===== config.mk =====
export PLATFORM = sky130hd
export DESIGN_NAME = char_lcd_nibble_controller_flat
export DESIGN_NICKNAME = d
export VERILOG_FILES = /design/src/rtl/lcdc_pkg.sv /design/src/rtl/lcdc_ifs.sv /design/src/rtl/lcdc_ram.sv /design/src/rtl/lcdc_outq.sv /design/src/rtl/lcdc_core.sv /design/src/rtl/char_lcd_nibble_controller.sv /design/src/flat_wrapper.sv
export SDC_FILE = /design/constraint.sdc
export NUM_CORES = 1
export LEC_CHECK = 0
export ABC_CLOCK_PERIOD_IN_PS = 3500
export BUFFER_PORTS_ARGS = -buffer_cell sky130_fd_sc_hd__buf_2
export CAP_MARGIN = 10
export CORE_ASPECT_RATIO = 0.8
export CORE_MARGIN = 2
export CORE_UTILIZATION = 62
export DETAILED_ROUTE_END_ITERATION = 6
export GPL_ROUTABILITY_DRIVEN = 0
export GPL_TIMING_DRIVEN = 0
export PLACE_DENSITY = 0.78
export RECOVER_POWER = 25
export SYNTH_ARGS = -nofsm -noshare
export SYNTH_HDL_FRONTEND = slang
export SYNTH_SLANG_ARGS = --single-unit

===== constraint.sdc =====
create_clock -name i_clk -period 3.5 [get_ports i_clk]
set_input_delay 0.35 -clock i_clk [delete_from_list [all_inputs] [get_ports i_clk]]
set_output_delay 0.35 -clock i_clk [all_outputs]
set_load 0.01 [all_outputs]

===== src/rtl/lcdc_pkg.sv =====
// shared types, constants and codes of the character lcd nibble controller
package lcdc_pkg;

    localparam int COLUMNS_DEF = 16;
    localparam int ROWS_DEF    = 2;
    localparam int OUTQ_DEPTH  = 4;

    localparam int BIT_E  = 6;
    localparam int BIT_RW = 5;
    localparam int BIT_RS = 4;

    localparam logic [3:0] NIB_INIT = 4'h2;

    localparam logic [7:0] CMD_CLEAR      = 8'h01;
    localparam logic [7:0] CMD_HOME       = 8'h02;
    localparam logic [7:0] CMD_ENTRY_INC  = 8'h06;
    localparam logic [7:0] CMD_DISP_ON    = 8'h0C;
    localparam logic [7:0] CMD_DISP_CUR   = 8'h0E;
    localparam logic [7:0] CMD_FUNC_4BIT  = 8'h28;
    localparam logic [7:0] CMD_DDRAM_HOME = 8'h80;

    localparam logic [6:0] DDRAM_ROW1 = 7'h40;

    localparam logic [7:0] CHAR_SPACE = 8'h20;
    localparam logic [7:0] CHAR_LF    = 8'h0A;
    localparam logic [7:0] CHAR_CR    = 8'h0D;

    typedef struct packed {
        logic       req_type;
        logic [7:0] port_value;
        logic       read_row;
        logic [3:0] read_col;
    } t_req;

    typedef struct packed {
        logic       echo_valid;
        logic [7:0] echo_char;
        logic [7:0] cell_char;
        logic [3:0] cursor_col_now;
        logic       cursor_row_now;
        logic       display_is_on;
        logic       cursor_is_shown;
        logic       nibble_mode;
        logic       init_done;
        logic       last_result;
    } t_res;

    typedef struct packed {
        logic push;
        t_res res;
    } t_push;

    typedef enum logic [1:0] {
        ST_IDLE,
        ST_EXEC,
        ST_READ,
        ST_LF
    } t_state;

endpackage


===== src/rtl/lcdc_ifs.sv =====
// valid/ready channel interfaces of the character lcd nibble controller
interface lcdc_req_if;
    logic          valid;
    logic          ready;
    lcdc_pkg::t_req data;
    modport source (output valid, output data, input ready);
    modport sink   (input valid, input data, output ready);
endinterface

interface lcdc_res_if;
    logic          valid;
    logic          ready;
    lcdc_pkg::t_res data;
    modport source (output valid, output data, input ready);
    modport sink   (input valid, input data, output ready);
endinterface

interface lcdc_cfg_if;
    logic valid;
    logic ready;
    logic data;
    modport source (output valid, output data, input ready);
    modport sink   (input valid, input data, output ready);
endinterface


===== src/rtl/lcdc_ram.sv =====
// generic single-port ram with registered read
module lcdc_ram #(
    parameter int WIDTH = 8,
    parameter int DEPTH = 32
) (
    input  logic                     i_clk,
    input  logic                     i_we,
    input  logic                     i_re,
    input  logic [$clog2(DEPTH)-1:0] i_addr,
    input  logic [WIDTH-1:0]         i_wdata,
    output logic [WIDTH-1:0]         o_rdata
);

    logic [WIDTH-1:0] r_mem [DEPTH];
    logic [WIDTH-1:0] r_rdata;

    always_ff @(posedge i_clk) begin
        if (i_we) begin
            r_mem[i_addr] <= i_wdata;
        end
        if (i_re) begin
            r_rdata <= r_mem[i_addr];
        end
    end

    assign o_rdata = r_rdata;

endmodule


===== src/rtl/lcdc_outq.sv =====
// result queue between the sequencer and the result channel
module lcdc_outq (
    input  logic               i_clk,
    input  logic               i_rst_n,
    input  lcdc_pkg::t_push    i_push,
    output logic               o_space,
    lcdc_res_if.source         o_res
);

    localparam int QW = $clog2(lcdc_pkg::OUTQ_DEPTH);

    lcdc_pkg::t_res r_buf [lcdc_pkg::OUTQ_DEPTH];
    logic [QW-1:0]  r_wptr, r_rptr;
    logic [QW:0]    r_count;
    logic           pop;

    assign o_res.valid = (r_count != '0);
    assign o_res.data  = r_buf[r_rptr];
    assign pop         = o_res.valid && o_res.ready;
    assign o_space     = (int'(r_count) <= lcdc_pkg::OUTQ_DEPTH - 2);

    always_ff @(posedge i_clk) begin
        if (i_push.push) begin
            r_buf[r_wptr] <= i_push.res;
        end
    end

    always_ff @(posedge i_clk) begin
        if (!i_rst_n) begin
            r_wptr  <= '0;
            r_rptr  <= '0;
            r_count <= '0;
        end else begin
            if (i_push.push) begin
                r_wptr <= r_wptr + QW'(1);
            end
            if (pop) begin
                r_rptr <= r_rptr + QW'(1);
            end
            case ({i_push.push, pop})
                2'b10:   r_count <= r_count + (QW+1)'(1);
                2'b01:   r_count <= r_count - (QW+1)'(1);
                default: r_count <= r_count;
            endcase
        end
    end

endmodule


===== src/rtl/lcdc_core.sv =====
// sequencer: port edge decode, nibble pairing, commands and screen ram access
module lcdc_core #(
    parameter int COLUMNS = lcdc_pkg::COLUMNS_DEF,
    parameter int ROWS    = lcdc_pkg::ROWS_DEF
) (
    input  logic            i_clk,
    input  logic            i_rst_n,
    lcdc_req_if.sink        i_req,
    lcdc_cfg_if.sink        i_cfg,
    input  logic            i_space,
    output lcdc_pkg::t_push o_push
);

    localparam int DEPTH = ROWS * COLUMNS;
    localparam int AW    = $clog2(DEPTH);
    localparam int CW    = $clog2(COLUMNS);
    localparam int RW    = (ROWS > 1) ? $clog2(ROWS) : 1;

    lcdc_pkg::t_state r_state, n_state;
    lcdc_pkg::t_req   r_item;

    logic [7:0]       r_prev;
    logic             r_four, n_four;
    logic             r_await, n_await;
    logic [3:0]       r_held, n_held;
    logic             r_init, n_init;
    logic [CW-1:0]    r_col, n_col;
    logic [RW-1:0]    r_row, n_row;
    logic             r_disp, n_disp;
    logic             r_cur, n_cur;
    logic             r_echo_en;
    logic [DEPTH-1:0] r_valid, n_valid;
    logic             r_rd_ok, n_rd_ok;

    logic             st_exec;
    logic             accept;
    logic             latch;
    logic [3:0]       nib;
    logic             rs;
    logic [7:0]       byte_val;
    logic [RW-1:0]    row_next;
    logic [AW-1:0]    wr_addr, rd_addr, ram_addr;
    logic             rd_in_range;
    logic             ram_we, ram_re;
    logic [7:0]       ram_q;
    logic [6:0]       ddr_addr;
    logic [5:0]       ddr_col;
    logic             ex_echo, ex_crlf;
    logic [7:0]       ex_echo_char;

    assign accept      = i_req.valid && i_req.ready;
    assign i_cfg.ready = 1'b1;
    assign st_exec     = (r_state == lcdc_pkg::ST_EXEC);

    assign latch    = r_prev[lcdc_pkg::BIT_E] && !r_item.port_value[lcdc_pkg::BIT_E]
                      && !r_item.port_value[lcdc_pkg::BIT_RW];
    assign nib      = r_item.port_value[3:0];
    assign rs       = r_item.port_value[lcdc_pkg::BIT_RS];
    assign byte_val = {r_held, nib};
    assign row_next = (int'(r_row) == ROWS - 1) ? '0 : r_row + RW'(1);
    assign wr_addr  = AW'(int'(r_row) * COLUMNS + int'(r_col));
    assign rd_addr  = AW'(int'(r_item.read_row) * COLUMNS + int'(r_item.read_col));
    assign rd_in_range = (int'(r_item.read_row) < ROWS) && (int'(r_item.read_col) < COLUMNS);
    assign ram_addr = r_item.req_type ? rd_addr : wr_addr;
    assign ddr_addr = byte_val[6:0];

    // step datapath
    always_comb begin
        n_four       = r_four;
        n_await      = r_await;
        n_held       = r_held;
        n_init       = r_init;
        n_col        = r_col;
        n_row        = r_row;
        n_disp       = r_disp;
        n_cur        = r_cur;
        n_valid      = r_valid;
        n_rd_ok      = r_rd_ok;
        ram_we       = 1'b0;
        ram_re       = 1'b0;
        ex_echo      = 1'b0;
        ex_crlf      = 1'b0;
        ex_echo_char = '0;
        ddr_col      = '0;
        if (st_exec) begin
            if (r_item.req_type) begin
                ram_re  = 1'b1;
                n_rd_ok = rd_in_range && r_valid[rd_addr];
            end else if (latch) begin
                if (!r_four) begin
                    if (!rs && nib == lcdc_pkg::NIB_INIT) begin
                        n_four  = 1'b1;
                        n_await = 1'b0;
                        n_init  = 1'b1;
                    end
                end else if (!r_await) begin
                    n_held  = nib;
                    n_await = 1'b1;
                end else begin
                    n_await = 1'b0;
                    if (rs) begin
                        if (r_echo_en && byte_val == lcdc_pkg::CHAR_LF) begin
                            ex_echo      = 1'b1;
                            ex_crlf      = 1'b1;
                            ex_echo_char = lcdc_pkg::CHAR_CR;
                        end else begin
                            ex_echo      = r_echo_en;
                            ex_echo_char = r_echo_en ? byte_val : '0;
                            if (byte_val == lcdc_pkg::CHAR_LF
                                || byte_val == lcdc_pkg::CHAR_CR) begin
                                n_col = '0;
                                n_row = row_next;
                            end else begin
                                ram_we           = 1'b1;
                                n_valid[wr_addr] = 1'b1;
                                if (int'(r_col) == COLUMNS - 1) begin
                                    n_col = '0;
                                    n_row = row_next;
                                end else begin
                                    n_col = r_col + CW'(1);
                                end
                            end
                        end
                    end else begin
                        unique case (byte_val) inside
                            lcdc_pkg::CMD_CLEAR: begin
                                n_valid = '0;
                                n_col   = '0;
                                n_row   = '0;
                            end
                            lcdc_pkg::CMD_HOME, lcdc_pkg::CMD_DDRAM_HOME: begin
                                n_col = '0;
                                n_row = '0;
                            end
                            lcdc_pkg::CMD_ENTRY_INC: begin
                            end
                            lcdc_pkg::CMD_DISP_ON: begin
                                n_disp = 1'b1;
                                n_cur  = 1'b0;
                            end
                            lcdc_pkg::CMD_DISP_CUR: begin
                                n_disp = 1'b1;
                                n_cur  = 1'b1;
                            end
                            lcdc_pkg::CMD_FUNC_4BIT: begin
                                n_four = 1'b1;
                            end
                            default: begin
                                if (byte_val[7]) begin
                                    if (ddr_addr >= lcdc_pkg::DDRAM_ROW1) begin
                                        n_row   = (ROWS > 1) ? RW'(1) : '0;
                                        ddr_col = ddr_addr[5:0];
                                    end else begin
                                        n_row   = '0;
                                        ddr_col = ddr_addr[5:0];
                                    end
                                    if (int'(ddr_col) > COLUMNS - 1) begin
                                        n_col = CW'(COLUMNS - 1);
                                    end else begin
                                        n_col = CW'(ddr_col);
                                    end
                                end
                            end
                        endcase
                    end
                end
            end
        end
    end

    // next state
    always_comb begin
        n_state = r_state;
        unique case (r_state)
            lcdc_pkg::ST_IDLE: begin
                if (accept) begin
                    n_state = lcdc_pkg::ST_EXEC;
                end
            end
            lcdc_pkg::ST_EXEC: begin
                if (r_item.req_type) begin
                    n_state = lcdc_pkg::ST_READ;
                end else if (ex_crlf) begin
                    n_state = lcdc_pkg::ST_LF;
                end else begin
                    n_state = lcdc_pkg::ST_IDLE;
                end
            end
            lcdc_pkg::ST_READ: n_state = lcdc_pkg::ST_IDLE;
            lcdc_pkg::ST_LF:   n_state = lcdc_pkg::ST_IDLE;
            default:           n_state = lcdc_pkg::ST_IDLE;
        endcase
    end

    // outputs
    always_comb begin
        i_req.ready                = 1'b0;
        o_push.push                = 1'b0;
        o_push.res.echo_valid      = 1'b0;
        o_push.res.echo_char       = '0;
        o_push.res.cell_char       = '0;
        o_push.res.cursor_col_now  = 4'(r_col);
        o_push.res.cursor_row_now  = 1'(r_row);
        o_push.res.display_is_on   = r_disp;
        o_push.res.cursor_is_shown = r_cur;
        o_push.res.nibble_mode     = r_four;
        o_push.res.init_done       = r_init;
        o_push.res.last_result     = 1'b1;
        unique case (r_state)
            lcdc_pkg::ST_IDLE: begin
                i_req.ready = i_space;
            end
            lcdc_pkg::ST_EXEC: begin
                o_push.push                = !r_item.req_type;
                o_push.res.echo_valid      = ex_echo;
                o_push.res.echo_char       = ex_echo_char;
                o_push.res.cursor_col_now  = 4'(n_col);
                o_push.res.cursor_row_now  = 1'(n_row);
                o_push.res.display_is_on   = n_disp;
                o_push.res.cursor_is_shown = n_cur;
                o_push.res.nibble_mode     = n_four;
                o_push.res.init_done       = n_init;
                o_push.res.last_result     = !ex_crlf;
            end
            lcdc_pkg::ST_READ: begin
                o_push.push          = 1'b1;
                o_push.res.cell_char = r_rd_ok ? ram_q : lcdc_pkg::CHAR_SPACE;
            end
            lcdc_pkg::ST_LF: begin
                o_push.push           = 1'b1;
                o_push.res.echo_valid = 1'b1;
                o_push.res.echo_char  = lcdc_pkg::CHAR_LF;
            end
            default: begin
            end
        endcase
    end

    always_ff @(posedge i_clk) begin
        if (accept) begin
            r_item <= i_req.data;
        end
    end

    always_ff @(posedge i_clk) begin
        if (!i_rst_n) begin
            r_state   <= lcdc_pkg::ST_IDLE;
            r_prev    <= '0;
            r_four    <= 1'b0;
            r_await   <= 1'b0;
            r_held    <= '0;
            r_init    <= 1'b0;
            r_col     <= '0;
            r_row     <= '0;
            r_disp    <= 1'b0;
            r_cur     <= 1'b0;
            r_echo_en <= 1'b0;
            r_valid   <= '0;
            r_rd_ok   <= 1'b0;
        end else begin
            r_state <= n_state;
            if (st_exec && !r_item.req_type) begin
                r_prev <= r_item.port_value;
            end
            r_four  <= n_four;
            r_await <= n_await;
            r_held  <= n_held;
            r_init  <= n_init;
            r_col   <= n_col;
            r_row   <= n_row;
            r_disp  <= n_disp;
            r_cur   <= n_cur;
            r_valid <= n_valid;
            r_rd_ok <= n_rd_ok;
            if (i_cfg.valid && i_cfg.ready) begin
                r_echo_en <= i_cfg.data;
            end
        end
    end

    lcdc_ram #(
        .WIDTH (8),
        .DEPTH (DEPTH)
    ) u_screen (
        .i_clk   (i_clk),
        .i_we    (ram_we),
        .i_re    (ram_re),
        .i_addr  (ram_addr),
        .i_wdata (byte_val),
        .o_rdata (ram_q)
    );

    a_accept_exec: assert property (@(posedge i_clk) disable iff (!i_rst_n)
        accept |=> (r_state == lcdc_pkg::ST_EXEC))
        else $error("accepted item not executed next cycle");

    a_await_mode: assert property (@(posedge i_clk) disable iff (!i_rst_n)
        r_await |-> r_four)
        else $error("low nibble awaited outside four-bit mode");

    a_mode_init: assert property (@(posedge i_clk) disable iff (!i_rst_n)
        r_four == r_init)
        else $error("four-bit mode and init flag disagree");

    a_lf_echo: assert property (@(posedge i_clk) disable iff (!i_rst_n)
        (r_state == lcdc_pkg::ST_LF) |-> (r_echo_en && !ram_we && o_push.push))
        else $error("lf transfer without echo or with screen write");

    a_col_range: assert property (@(posedge i_clk) disable iff (!i_rst_n)
        int'(r_col) < COLUMNS)
        else $error("cursor column out of range");

endmodule


===== src/rtl/char_lcd_nibble_controller.sv =====
// top level of the character lcd nibble controller
// usage:
//   i_req carries one item per transfer: a port byte write (req_type 0)
//   or a screen cell read (req_type 1, read_row / read_col).
//   o_res returns the results: one per read, one per write, or two
//   (cr then lf, last_result on the second) for a newline with echo on.
//   i_cfg writes echo_enable and is always ready; the user is to write
//   it only while idle, as the block itself does not enforce this.
// sequence:
//   a write executes in the state after its transfer, where its result is
//   queued; a newline echo adds an lf state, a read a read state for the
//   screen ram registered read port. one item is handled at a time.
// reset:
//   synchronous active low; the cursor, flags and port history clear and
//   a per-cell valid vector makes every cell read as a space at once.
//   the clear command empties the whole valid vector.
// stall:
//   a 4-entry result queue decouples o_res; a new item is taken while
//   results wait as long as two entries are free, otherwise i_req is held.
module char_lcd_nibble_controller #(
    parameter int COLUMNS = lcdc_pkg::COLUMNS_DEF,
    parameter int ROWS    = lcdc_pkg::ROWS_DEF
) (
    input  logic        i_clk,
    input  logic        i_rst_n,
    lcdc_req_if.sink    i_req,
    lcdc_cfg_if.sink    i_cfg,
    lcdc_res_if.source  o_res
);

    lcdc_pkg::t_push push;
    logic            space;

    lcdc_core #(
        .COLUMNS (COLUMNS),
        .ROWS    (ROWS)
    ) u_core (
        .i_clk   (i_clk),
        .i_rst_n (i_rst_n),
        .i_req   (i_req),
        .i_cfg   (i_cfg),
        .i_space (space),
        .o_push  (push)
    );

    lcdc_outq u_outq (
        .i_clk   (i_clk),
        .i_rst_n (i_rst_n),
        .i_push  (push),
        .o_space (space),
        .o_res   (o_res)
    );

endmodule

===== src/flat_wrapper.sv =====
// flat-port wrapper written by rule: the top's interface ports become plain ports
module char_lcd_nibble_controller_flat 
#(
    parameter int COLUMNS = lcdc_pkg::COLUMNS_DEF,
    parameter int ROWS    = lcdc_pkg::ROWS_DEF
)
  (i_clk, i_rst_n, i_req_valid, i_req_data, i_req_ready, i_cfg_valid, i_cfg_data, i_cfg_ready, o_res_valid, o_res_data, o_res_ready);
  lcdc_req_if i_req_i ();
  lcdc_cfg_if i_cfg_i ();
  lcdc_res_if o_res_i ();
  input  logic i_clk;
  input  logic i_rst_n;
  input wire logic [$bits(i_req_i.valid)-1:0] i_req_valid;
  input wire logic [$bits(i_req_i.data)-1:0] i_req_data;
  output wire logic [$bits(i_req_i.ready)-1:0] i_req_ready;
  input wire logic [$bits(i_cfg_i.valid)-1:0] i_cfg_valid;
  input wire logic [$bits(i_cfg_i.data)-1:0] i_cfg_data;
  output wire logic [$bits(i_cfg_i.ready)-1:0] i_cfg_ready;
  output wire logic [$bits(o_res_i.valid)-1:0] o_res_valid;
  output wire logic [$bits(o_res_i.data)-1:0] o_res_data;
  input wire logic [$bits(o_res_i.ready)-1:0] o_res_ready;
  assign i_req_i.valid = i_req_valid;
  assign i_req_i.data = i_req_data;
  assign i_req_ready = i_req_i.ready;
  assign i_cfg_i.valid = i_cfg_valid;
  assign i_cfg_i.data = i_cfg_data;
  assign i_cfg_ready = i_cfg_i.ready;
  assign o_res_valid = o_res_i.valid;
  assign o_res_data = o_res_i.data;
  assign o_res_i.ready = o_res_ready;
  char_lcd_nibble_controller #(.COLUMNS(COLUMNS), .ROWS(ROWS)) u_core (.i_clk(i_clk), .i_rst_n(i_rst_n), .i_req(i_req_i), .i_cfg(i_cfg_i), .o_res(o_res_i));
endmodule

# Word-level counts from Yosys, hierarchy flattened
# Memory sizes are Yosys's and may differ from the RTL's. A register that Yosys moved wholly into a read port is not among the register bits.
# Index checks and enable logic that the tools add are counted.
dict set report totals {
  register_bits 77
  mem_bits_rw 364
  output_inout_bits 30
  mem_count 2
}
# memory words word_bits read_ports rd_clocked_by_memory_dff write_ports line
set mem_list {}
lappend mem_list {u_core.u_core.u_screen.r_mem 32 8 1 1 1 lcdc_ram.sv:14} ;# logic [WIDTH-1:0] r_mem [DEPTH];
lappend mem_list {u_core.u_outq.r_buf 4 27 1 1 1 lcdc_outq.sv:12} ;# lcdc_pkg::t_res r_buf [lcdc_pkg::OUTQ_DEPTH];
dict set report op_classes {
  addsub 8
  magnitude_cmp 6
  n_eq_ne 19
  n_mux 116
  n_bitwise 3
  reduce_logical 28
}
# cell count
set op_table {}
lappend op_table {{$mux 32} 4}
lappend op_table {{$mux 8} 9}
lappend op_table {{$mux 1} 68}
lappend op_table {{$mux 6} 8}
lappend op_table {{$mux 4} 11}
lappend op_table {{$eq 8x4->1 const B} 4}
lappend op_table {{$or 32x32->32} 1}
lappend op_table {{$pmux 9 s2} 1}
lappend op_table {{$lt 5x6->1 const B} 2}
lappend op_table {{$add 5x4->5} 2}
lappend op_table {{$mux 10} 1}
lappend op_table {{$mux 2} 5}
lappend op_table {{$eq 8x1->1 const B} 1}
lappend op_table {{$eq 8x2->1 const B} 1}
lappend op_table {{$eq 8x3->1 const B} 1}
lappend op_table {{$eq 8x6->1 const B} 1}
lappend op_table {{$eq 8x8->1 const B} 1}
lappend op_table {{$logic_and 1x1->1} 8}
lappend op_table {{$pmux 4 s2} 1}
lappend op_table {{$reduce_and 8->1} 1}
lappend op_table {{$ge 7x7->1 const B} 1}
lappend op_table {{$reduce_or 7->1} 1}
lappend op_table {{$eq 2x2->1 const B} 3}
lappend op_table {{$gt 6x4->1 const B} 1}
lappend op_table {{other kinds (29)} 43}

# Depth between registers and ports, before layout
dict set report depth {
  word_depth 20
  ltp_mapped 10
}

# Modules after synthesis
# From an unflattened synthesis, not the netlist that was laid out.
dict set report unflattened {
  hier_cells 1108
  hier_area_um2 17977.2
}
# mod n_inst cells_per_inst area_per_inst_um2 seq_area_each_um2
set modules_own_cells {}
lappend modules_own_cells {lcdc_ram 1 576 10281.1 7927.6}
lappend modules_own_cells {lcdc_outq 1 188 4415.5 3423.3}
lappend modules_own_cells {lcdc_core 1 344 3280.6 1411.4}

# Least setup slack after synthesis
# OpenSTA, ideal clock, no wires.
dict set report synth_timing {
  kind {reg2reg}
  from {register u_core.u_core.r_item, in the netlist u_core.u_core.byte_val[0]}
  to {memory u_core.u_core.u_screen.r_mem[31][0], enable pin}
  setup_ns 0.370
  arrival_ns 2.599
  t_required_ns 3.130
  setup_slack_ns 0.531
  path_stages_with_launch 8
  path_buffers 2
  synth_period_minus_slack_ns 2.969
  cell_sequence {edfxtp_1 clkbuf_1 nor3b_1 o2111a_1 nor3_4 or3b_1 clkbuf_1 nor2_1}
}
dict set report synth_via {
  elab_chain_len 12
  elab_cells_between_ends 14
}
# element line
set synth_lines {}
lappend synth_lines {{start, declared} lcdc_core.sv:20} ;# lcdc_pkg::t_req r_item;
lappend synth_lines {{start signal, assigned} lcdc_core.sv:241} ;# r_item <= i_req.data;
lappend synth_lines {{$eq 8x4->1 (on tied branches)} {lcdc_core.sv:102, lcdc_core.sv:109, lcdc_core.sv:110}}
lappend synth_lines {{$logic_or 1x1->1} lcdc_core.sv:110} ;# || byte_val == lcdc_pkg::CHAR_CR) begin
lappend synth_lines {{$mux 1} lcdc_core.sv:109} ;# if (byte_val == lcdc_pkg::CHAR_LF
lappend synth_lines {{$mux 1 (*)} lcdc_core.sv:102} ;# if (r_echo_en && byte_val == lcdc_pkg::CHAR_LF) begin
lappend synth_lines {{$mux 1 (*)} lcdc_core.sv:101} ;# if (rs) begin
lappend synth_lines {{$mux 1 (*)} lcdc_core.sv:96} ;# end else if (!r_await) begin
lappend synth_lines {{$mux 1 (*)} lcdc_core.sv:90} ;# if (!r_four) begin
lappend synth_lines {{$mux 1 (*)} lcdc_core.sv:89} ;# end else if (latch) begin
lappend synth_lines {{$mux 1 (*)} lcdc_core.sv:86} ;# if (r_item.req_type) begin
lappend synth_lines {{$mux 1 (*)} lcdc_core.sv:85} ;# if (st_exec) begin
lappend synth_lines {{$mux 1 (*)} lcdc_ram.sv:18} ;# if (i_we) begin
lappend synth_lines {{$mux 1 (implied by the code) (*)} lcdc_ram.sv:19} ;# r_mem[i_addr] <= i_wdata;
lappend synth_lines {{end, declared} lcdc_ram.sv:14}
# Mark *: on every way between the ends. The rest lies on a longest branch, timed or not.

# Final worst setup path
dict set report layout_timing {
  from {register u_core.u_core.r_item[13] (netlist bit)}
  to {register u_core.u_core.u_screen.r_rdata[2], in the netlist u_core.u_core.u_screen.o_rdata[2] (read register of u_core.u_core.u_screen.r_mem) (data pin)}
}
dict set report layout_via {
  elab_chain_len 2
  elab_cells_between_ends 3
}
# element line
set layout_lines {}
lappend layout_lines {{$mux 1} lcdc_core.sv:86}
lappend layout_lines {{$mux 1} lcdc_core.sv:85}
lappend layout_lines {{end, declared} lcdc_ram.sv:15} ;# logic [WIDTH-1:0] r_rdata;
# Several ways; a longest one is shown, not always the timed one.
# A chain may end at the register's enable or synchronous reset.

==> impl_metrics.ini <==
[yosys]
ys_seq_elements = 445
syn_area_per_cell_um2 = 17.0
syn_nets = 1078
synth_area_mm2 = 0.0178
ys_warn_count = 0
synthCells = 1048
post_synth_num_cell_types = 77
synth-edff-count = 385
async_flop_share_pct = 0
yosysSeqAreaShare_pct = 71.7
synth_ff_type = edfxtp_1

[floorplan]
die-area_mm2 = 0.0301
rows = 55
die_w_um = 193
coreArea_mm2 = 0.0283
dieHeight_um = 156
start_util_pct = 62.9
io_pins = 50

[clock_network]
tritoncts = yes
path_clk_slew_ns = 0.06
cts_buffers = 42
cts_root_buf = clkbuf_16
clkLatencyLatePin_ns = 0.56
htreeDepth = 2
clockBufferDepth = 3
numClockSinks = 445

[placement]
dp_hpwl_um = 26100
dp_worst_setup_slack_ns = -0.942
portBuffers = 47

[grt]
grt_pass1_wl_um = 65200
overflow = 0
grt_max_degree = 34
antenna_found_initial = 0
grt_pass1_vias = 10200
grtUsageTotal_pct = 29.5

[min_path]
hold-path-cell-count = 3
min_from = i_cfg_data
hold_end = u_core.u_core.r_echo_en$_SDFFE_PN0P_
holdCritPathClass = primary input to flip-flop

[timing]
finalMaxSlewViolations = 0
period_minus_slack_ns = 3.45
setup_ws_ns = 0.0459
timing.final.crit_share_pct = 98.7
worstMarginPinSlew_ns = 1.35
finalSetupTns_ns = 0
rsz0062_at_grt = false
finClkSkew_ns = 0.0305
relSlewSlack_pct = 9.12
hold_violations = 0
setup-violations-final = 0
whs_ns = 0.0281
max_freq_mhz = 290

[routing]
wirelength_um = 43800
viasPerCell = 6.71
drt_iter0_drc = 1672
drtPass1Iterations = 6
wl_per_cell_um = 27.8
dr_total_vias = 10600
drc = 0
postRouteAntennaNets = 0

[pwr]
power_uw = 11600
leakage_uw = 0.00672
power_density_mw_per_mm2 = 569
vdd_drop_max_v = 0.000492

[worst_setup_path]
critPathLaunchType = flip-flop
critical_path_arrival_ns = 3.68
setup.worst_path.end_class = flip-flop
r2r_setup_slack_ns = 0.05
r2r_start = u_core.u_core.r_item[13]$_DFFE_PP_
path_class = flip-flop to flip-flop
r2r_cells = 7
path_max_fanout = 10
r2r-end = u_core.u_core.u_screen.o_rdata[2]$_DFFE_PP_
worstPathRequired_ns = 3.72

[job]
maxCapViolations = 0

[cells_and_area]
multi_input_area_mm2 = 0.00492
final_common_cell = edfxtp_1
register_area_mm2 = 0.0128
drive_gt1_share_pct = 23.8
n_antenna_cell = 0
syn2layout_area_growth_pct = 14.9
final_cell_mix = 385 x edfxtp_1, 83 x mux4_2, 63 x buf_2, 61 x nor2_1, 57 x dfxtp_1
fillers = 1668
final_nets = 1204

[outcome]
outcome = finished clean
report_power, final:
part / internal, uW / leakage [uW] / switching (uW)
Clock: 2490 / 0.000654 / 1980
Sequential: 5830 / 0.00403 / 57.5
Combinational: 533 / 0.00204 / 753
routing by layer:
| metal | track usage [%] | wire length [um] |
|---|---|---|
| met2 | 45.1 | 20300 |
| met4 | 7.31 | 890 |
| met5 | 0 | 0 |
| met1 | 44.7 | 17500 |
| met3 | 5.77 | 5140 |
repair_timing:
item / CTS / global route
hold endpoints to repair: 13 / 0
hold buffers: 13 / 0
resized for setup: 62 / 7
buffers inserted: 17 / 4
endpoints found under the setup margin: 273 / 131
pin swaps: 1 / 0
final cells by class:
| type | instances | area share (%) |
|---|---|---|
| multi-input cells | 519 | 24.1 |
| clock inverters | 24 | 1.14 |
| well taps | 370 | 2.26 |
| clock buffers | 54 | 5.41 |
| flip-flops and latches | 445 | 62.5 |
| plain buffers | 62 | 1.40 |
| inverters | 21 | 0.385 |
| repair buffers | 83 | 2.89 |
sequential cells by signal (all words and copies together) (netlist names), 2 cells and up, named ones only:
register and count:
u_core.u_core.u_screen.o_rdata 8, u_core.u_core.u_screen.r_mem 256, u_core.u_outq.r_rptr 2, u_core.u_outq.r_buf 108, u_core.u_core.r_valid 32, u_core.u_core.byte_val 4
u_core.u_core.r_state 2, u_core.u_outq.r_count 3, u_core.u_core.r_held 4, u_core.u_outq.r_wptr 2, u_core.u_core.r_col 4, u_core.u_core.r_item 9
critical path, stage by stage (launching register included):
cell and delay (ns):
edfxtp_1 0.35, buf_6 0.15, mux2i_4 0.51, clkbuf_4 0.42, buf_2 0.40, mux4_2 0.39, a221oi_1 0.61, o2111ai_1 0.28
metrics by stage:
step                      utilization [%]  cell area [um2]  instances
after CTS                            72.2            20400       1574
after floorplan                         -            17800       1048
final                                72.3            20500       1578
after global placement               65.4            18500       1465
after detailed placement             65.6            18600       1466
after global routing                 72.3            20500       1578
logic make-up after synthesis:
logic type | after synthesis | synth area share (%)
AOI/OAI and AO/OA | 187 | 7.39
xor gates and xnor gates | 7 | 0.344
adders and majority gates | 10 | 0.745
buffers and inverters | 84 | 2.04
DFF | 445 | 71.7
muxes | 94 | 11.2
other | 1 | 0.0211
and+or+nand+nor | 220 | 6.57
worst max-delay path by stage:
| stage | from | endpoint | cells after the start |
|---|---|---|---|
| finish | u_core.u_core.r_item[13]$_DFFE_PP_ | u_core.u_core.u_screen.o_rdata[2]$_DFFE_PP_ | 7 |
| global route | u_core.u_core.r_held[2]$_SDFFE_PN0P_ | u_core.u_core.u_screen.r_mem[30][7]$_DFFE_PP_ | 8 |
| CTS | u_core.u_core.r_held[3]$_SDFFE_PN0P_ | u_core.u_core.u_screen.r_mem[11][3]$_DFFE_PP_ | 7 |
| detailed placement | u_core.u_core.byte_val[0]$_DFFE_PP_ | u_core.u_core.u_screen.r_mem[26][2]$_DFFE_PP_ | 7 |
| global placement | u_core.u_core.byte_val[0]$_DFFE_PP_ | u_core.u_core.u_screen.r_mem[26][2]$_DFFE_PP_ | 7 |
| floorplan | u_core.u_core.byte_val[0]$_DFFE_PP_ | u_core.u_core.u_screen.r_mem[31][0]$_DFFE_PP_ | 7 |
synthesized netlist by cell type (all sizes together), types with 11 or more instances:
cell    number  share of area, %
o21ai       29              0.82
and2        18              0.63
nor2        93               2.0
clkbuf      36              0.76
dfxtp       60               6.7
nand2       20              0.42
mux4        83                11
inv         19              0.40
buf         27              0.84
edfxtp     385                65
a31oi       30               1.1
a22oi       16              0.70
a22o        23               1.1
mux2i       11              0.69
a21oi       31              0.89
(Power assumes the default switching activity.)
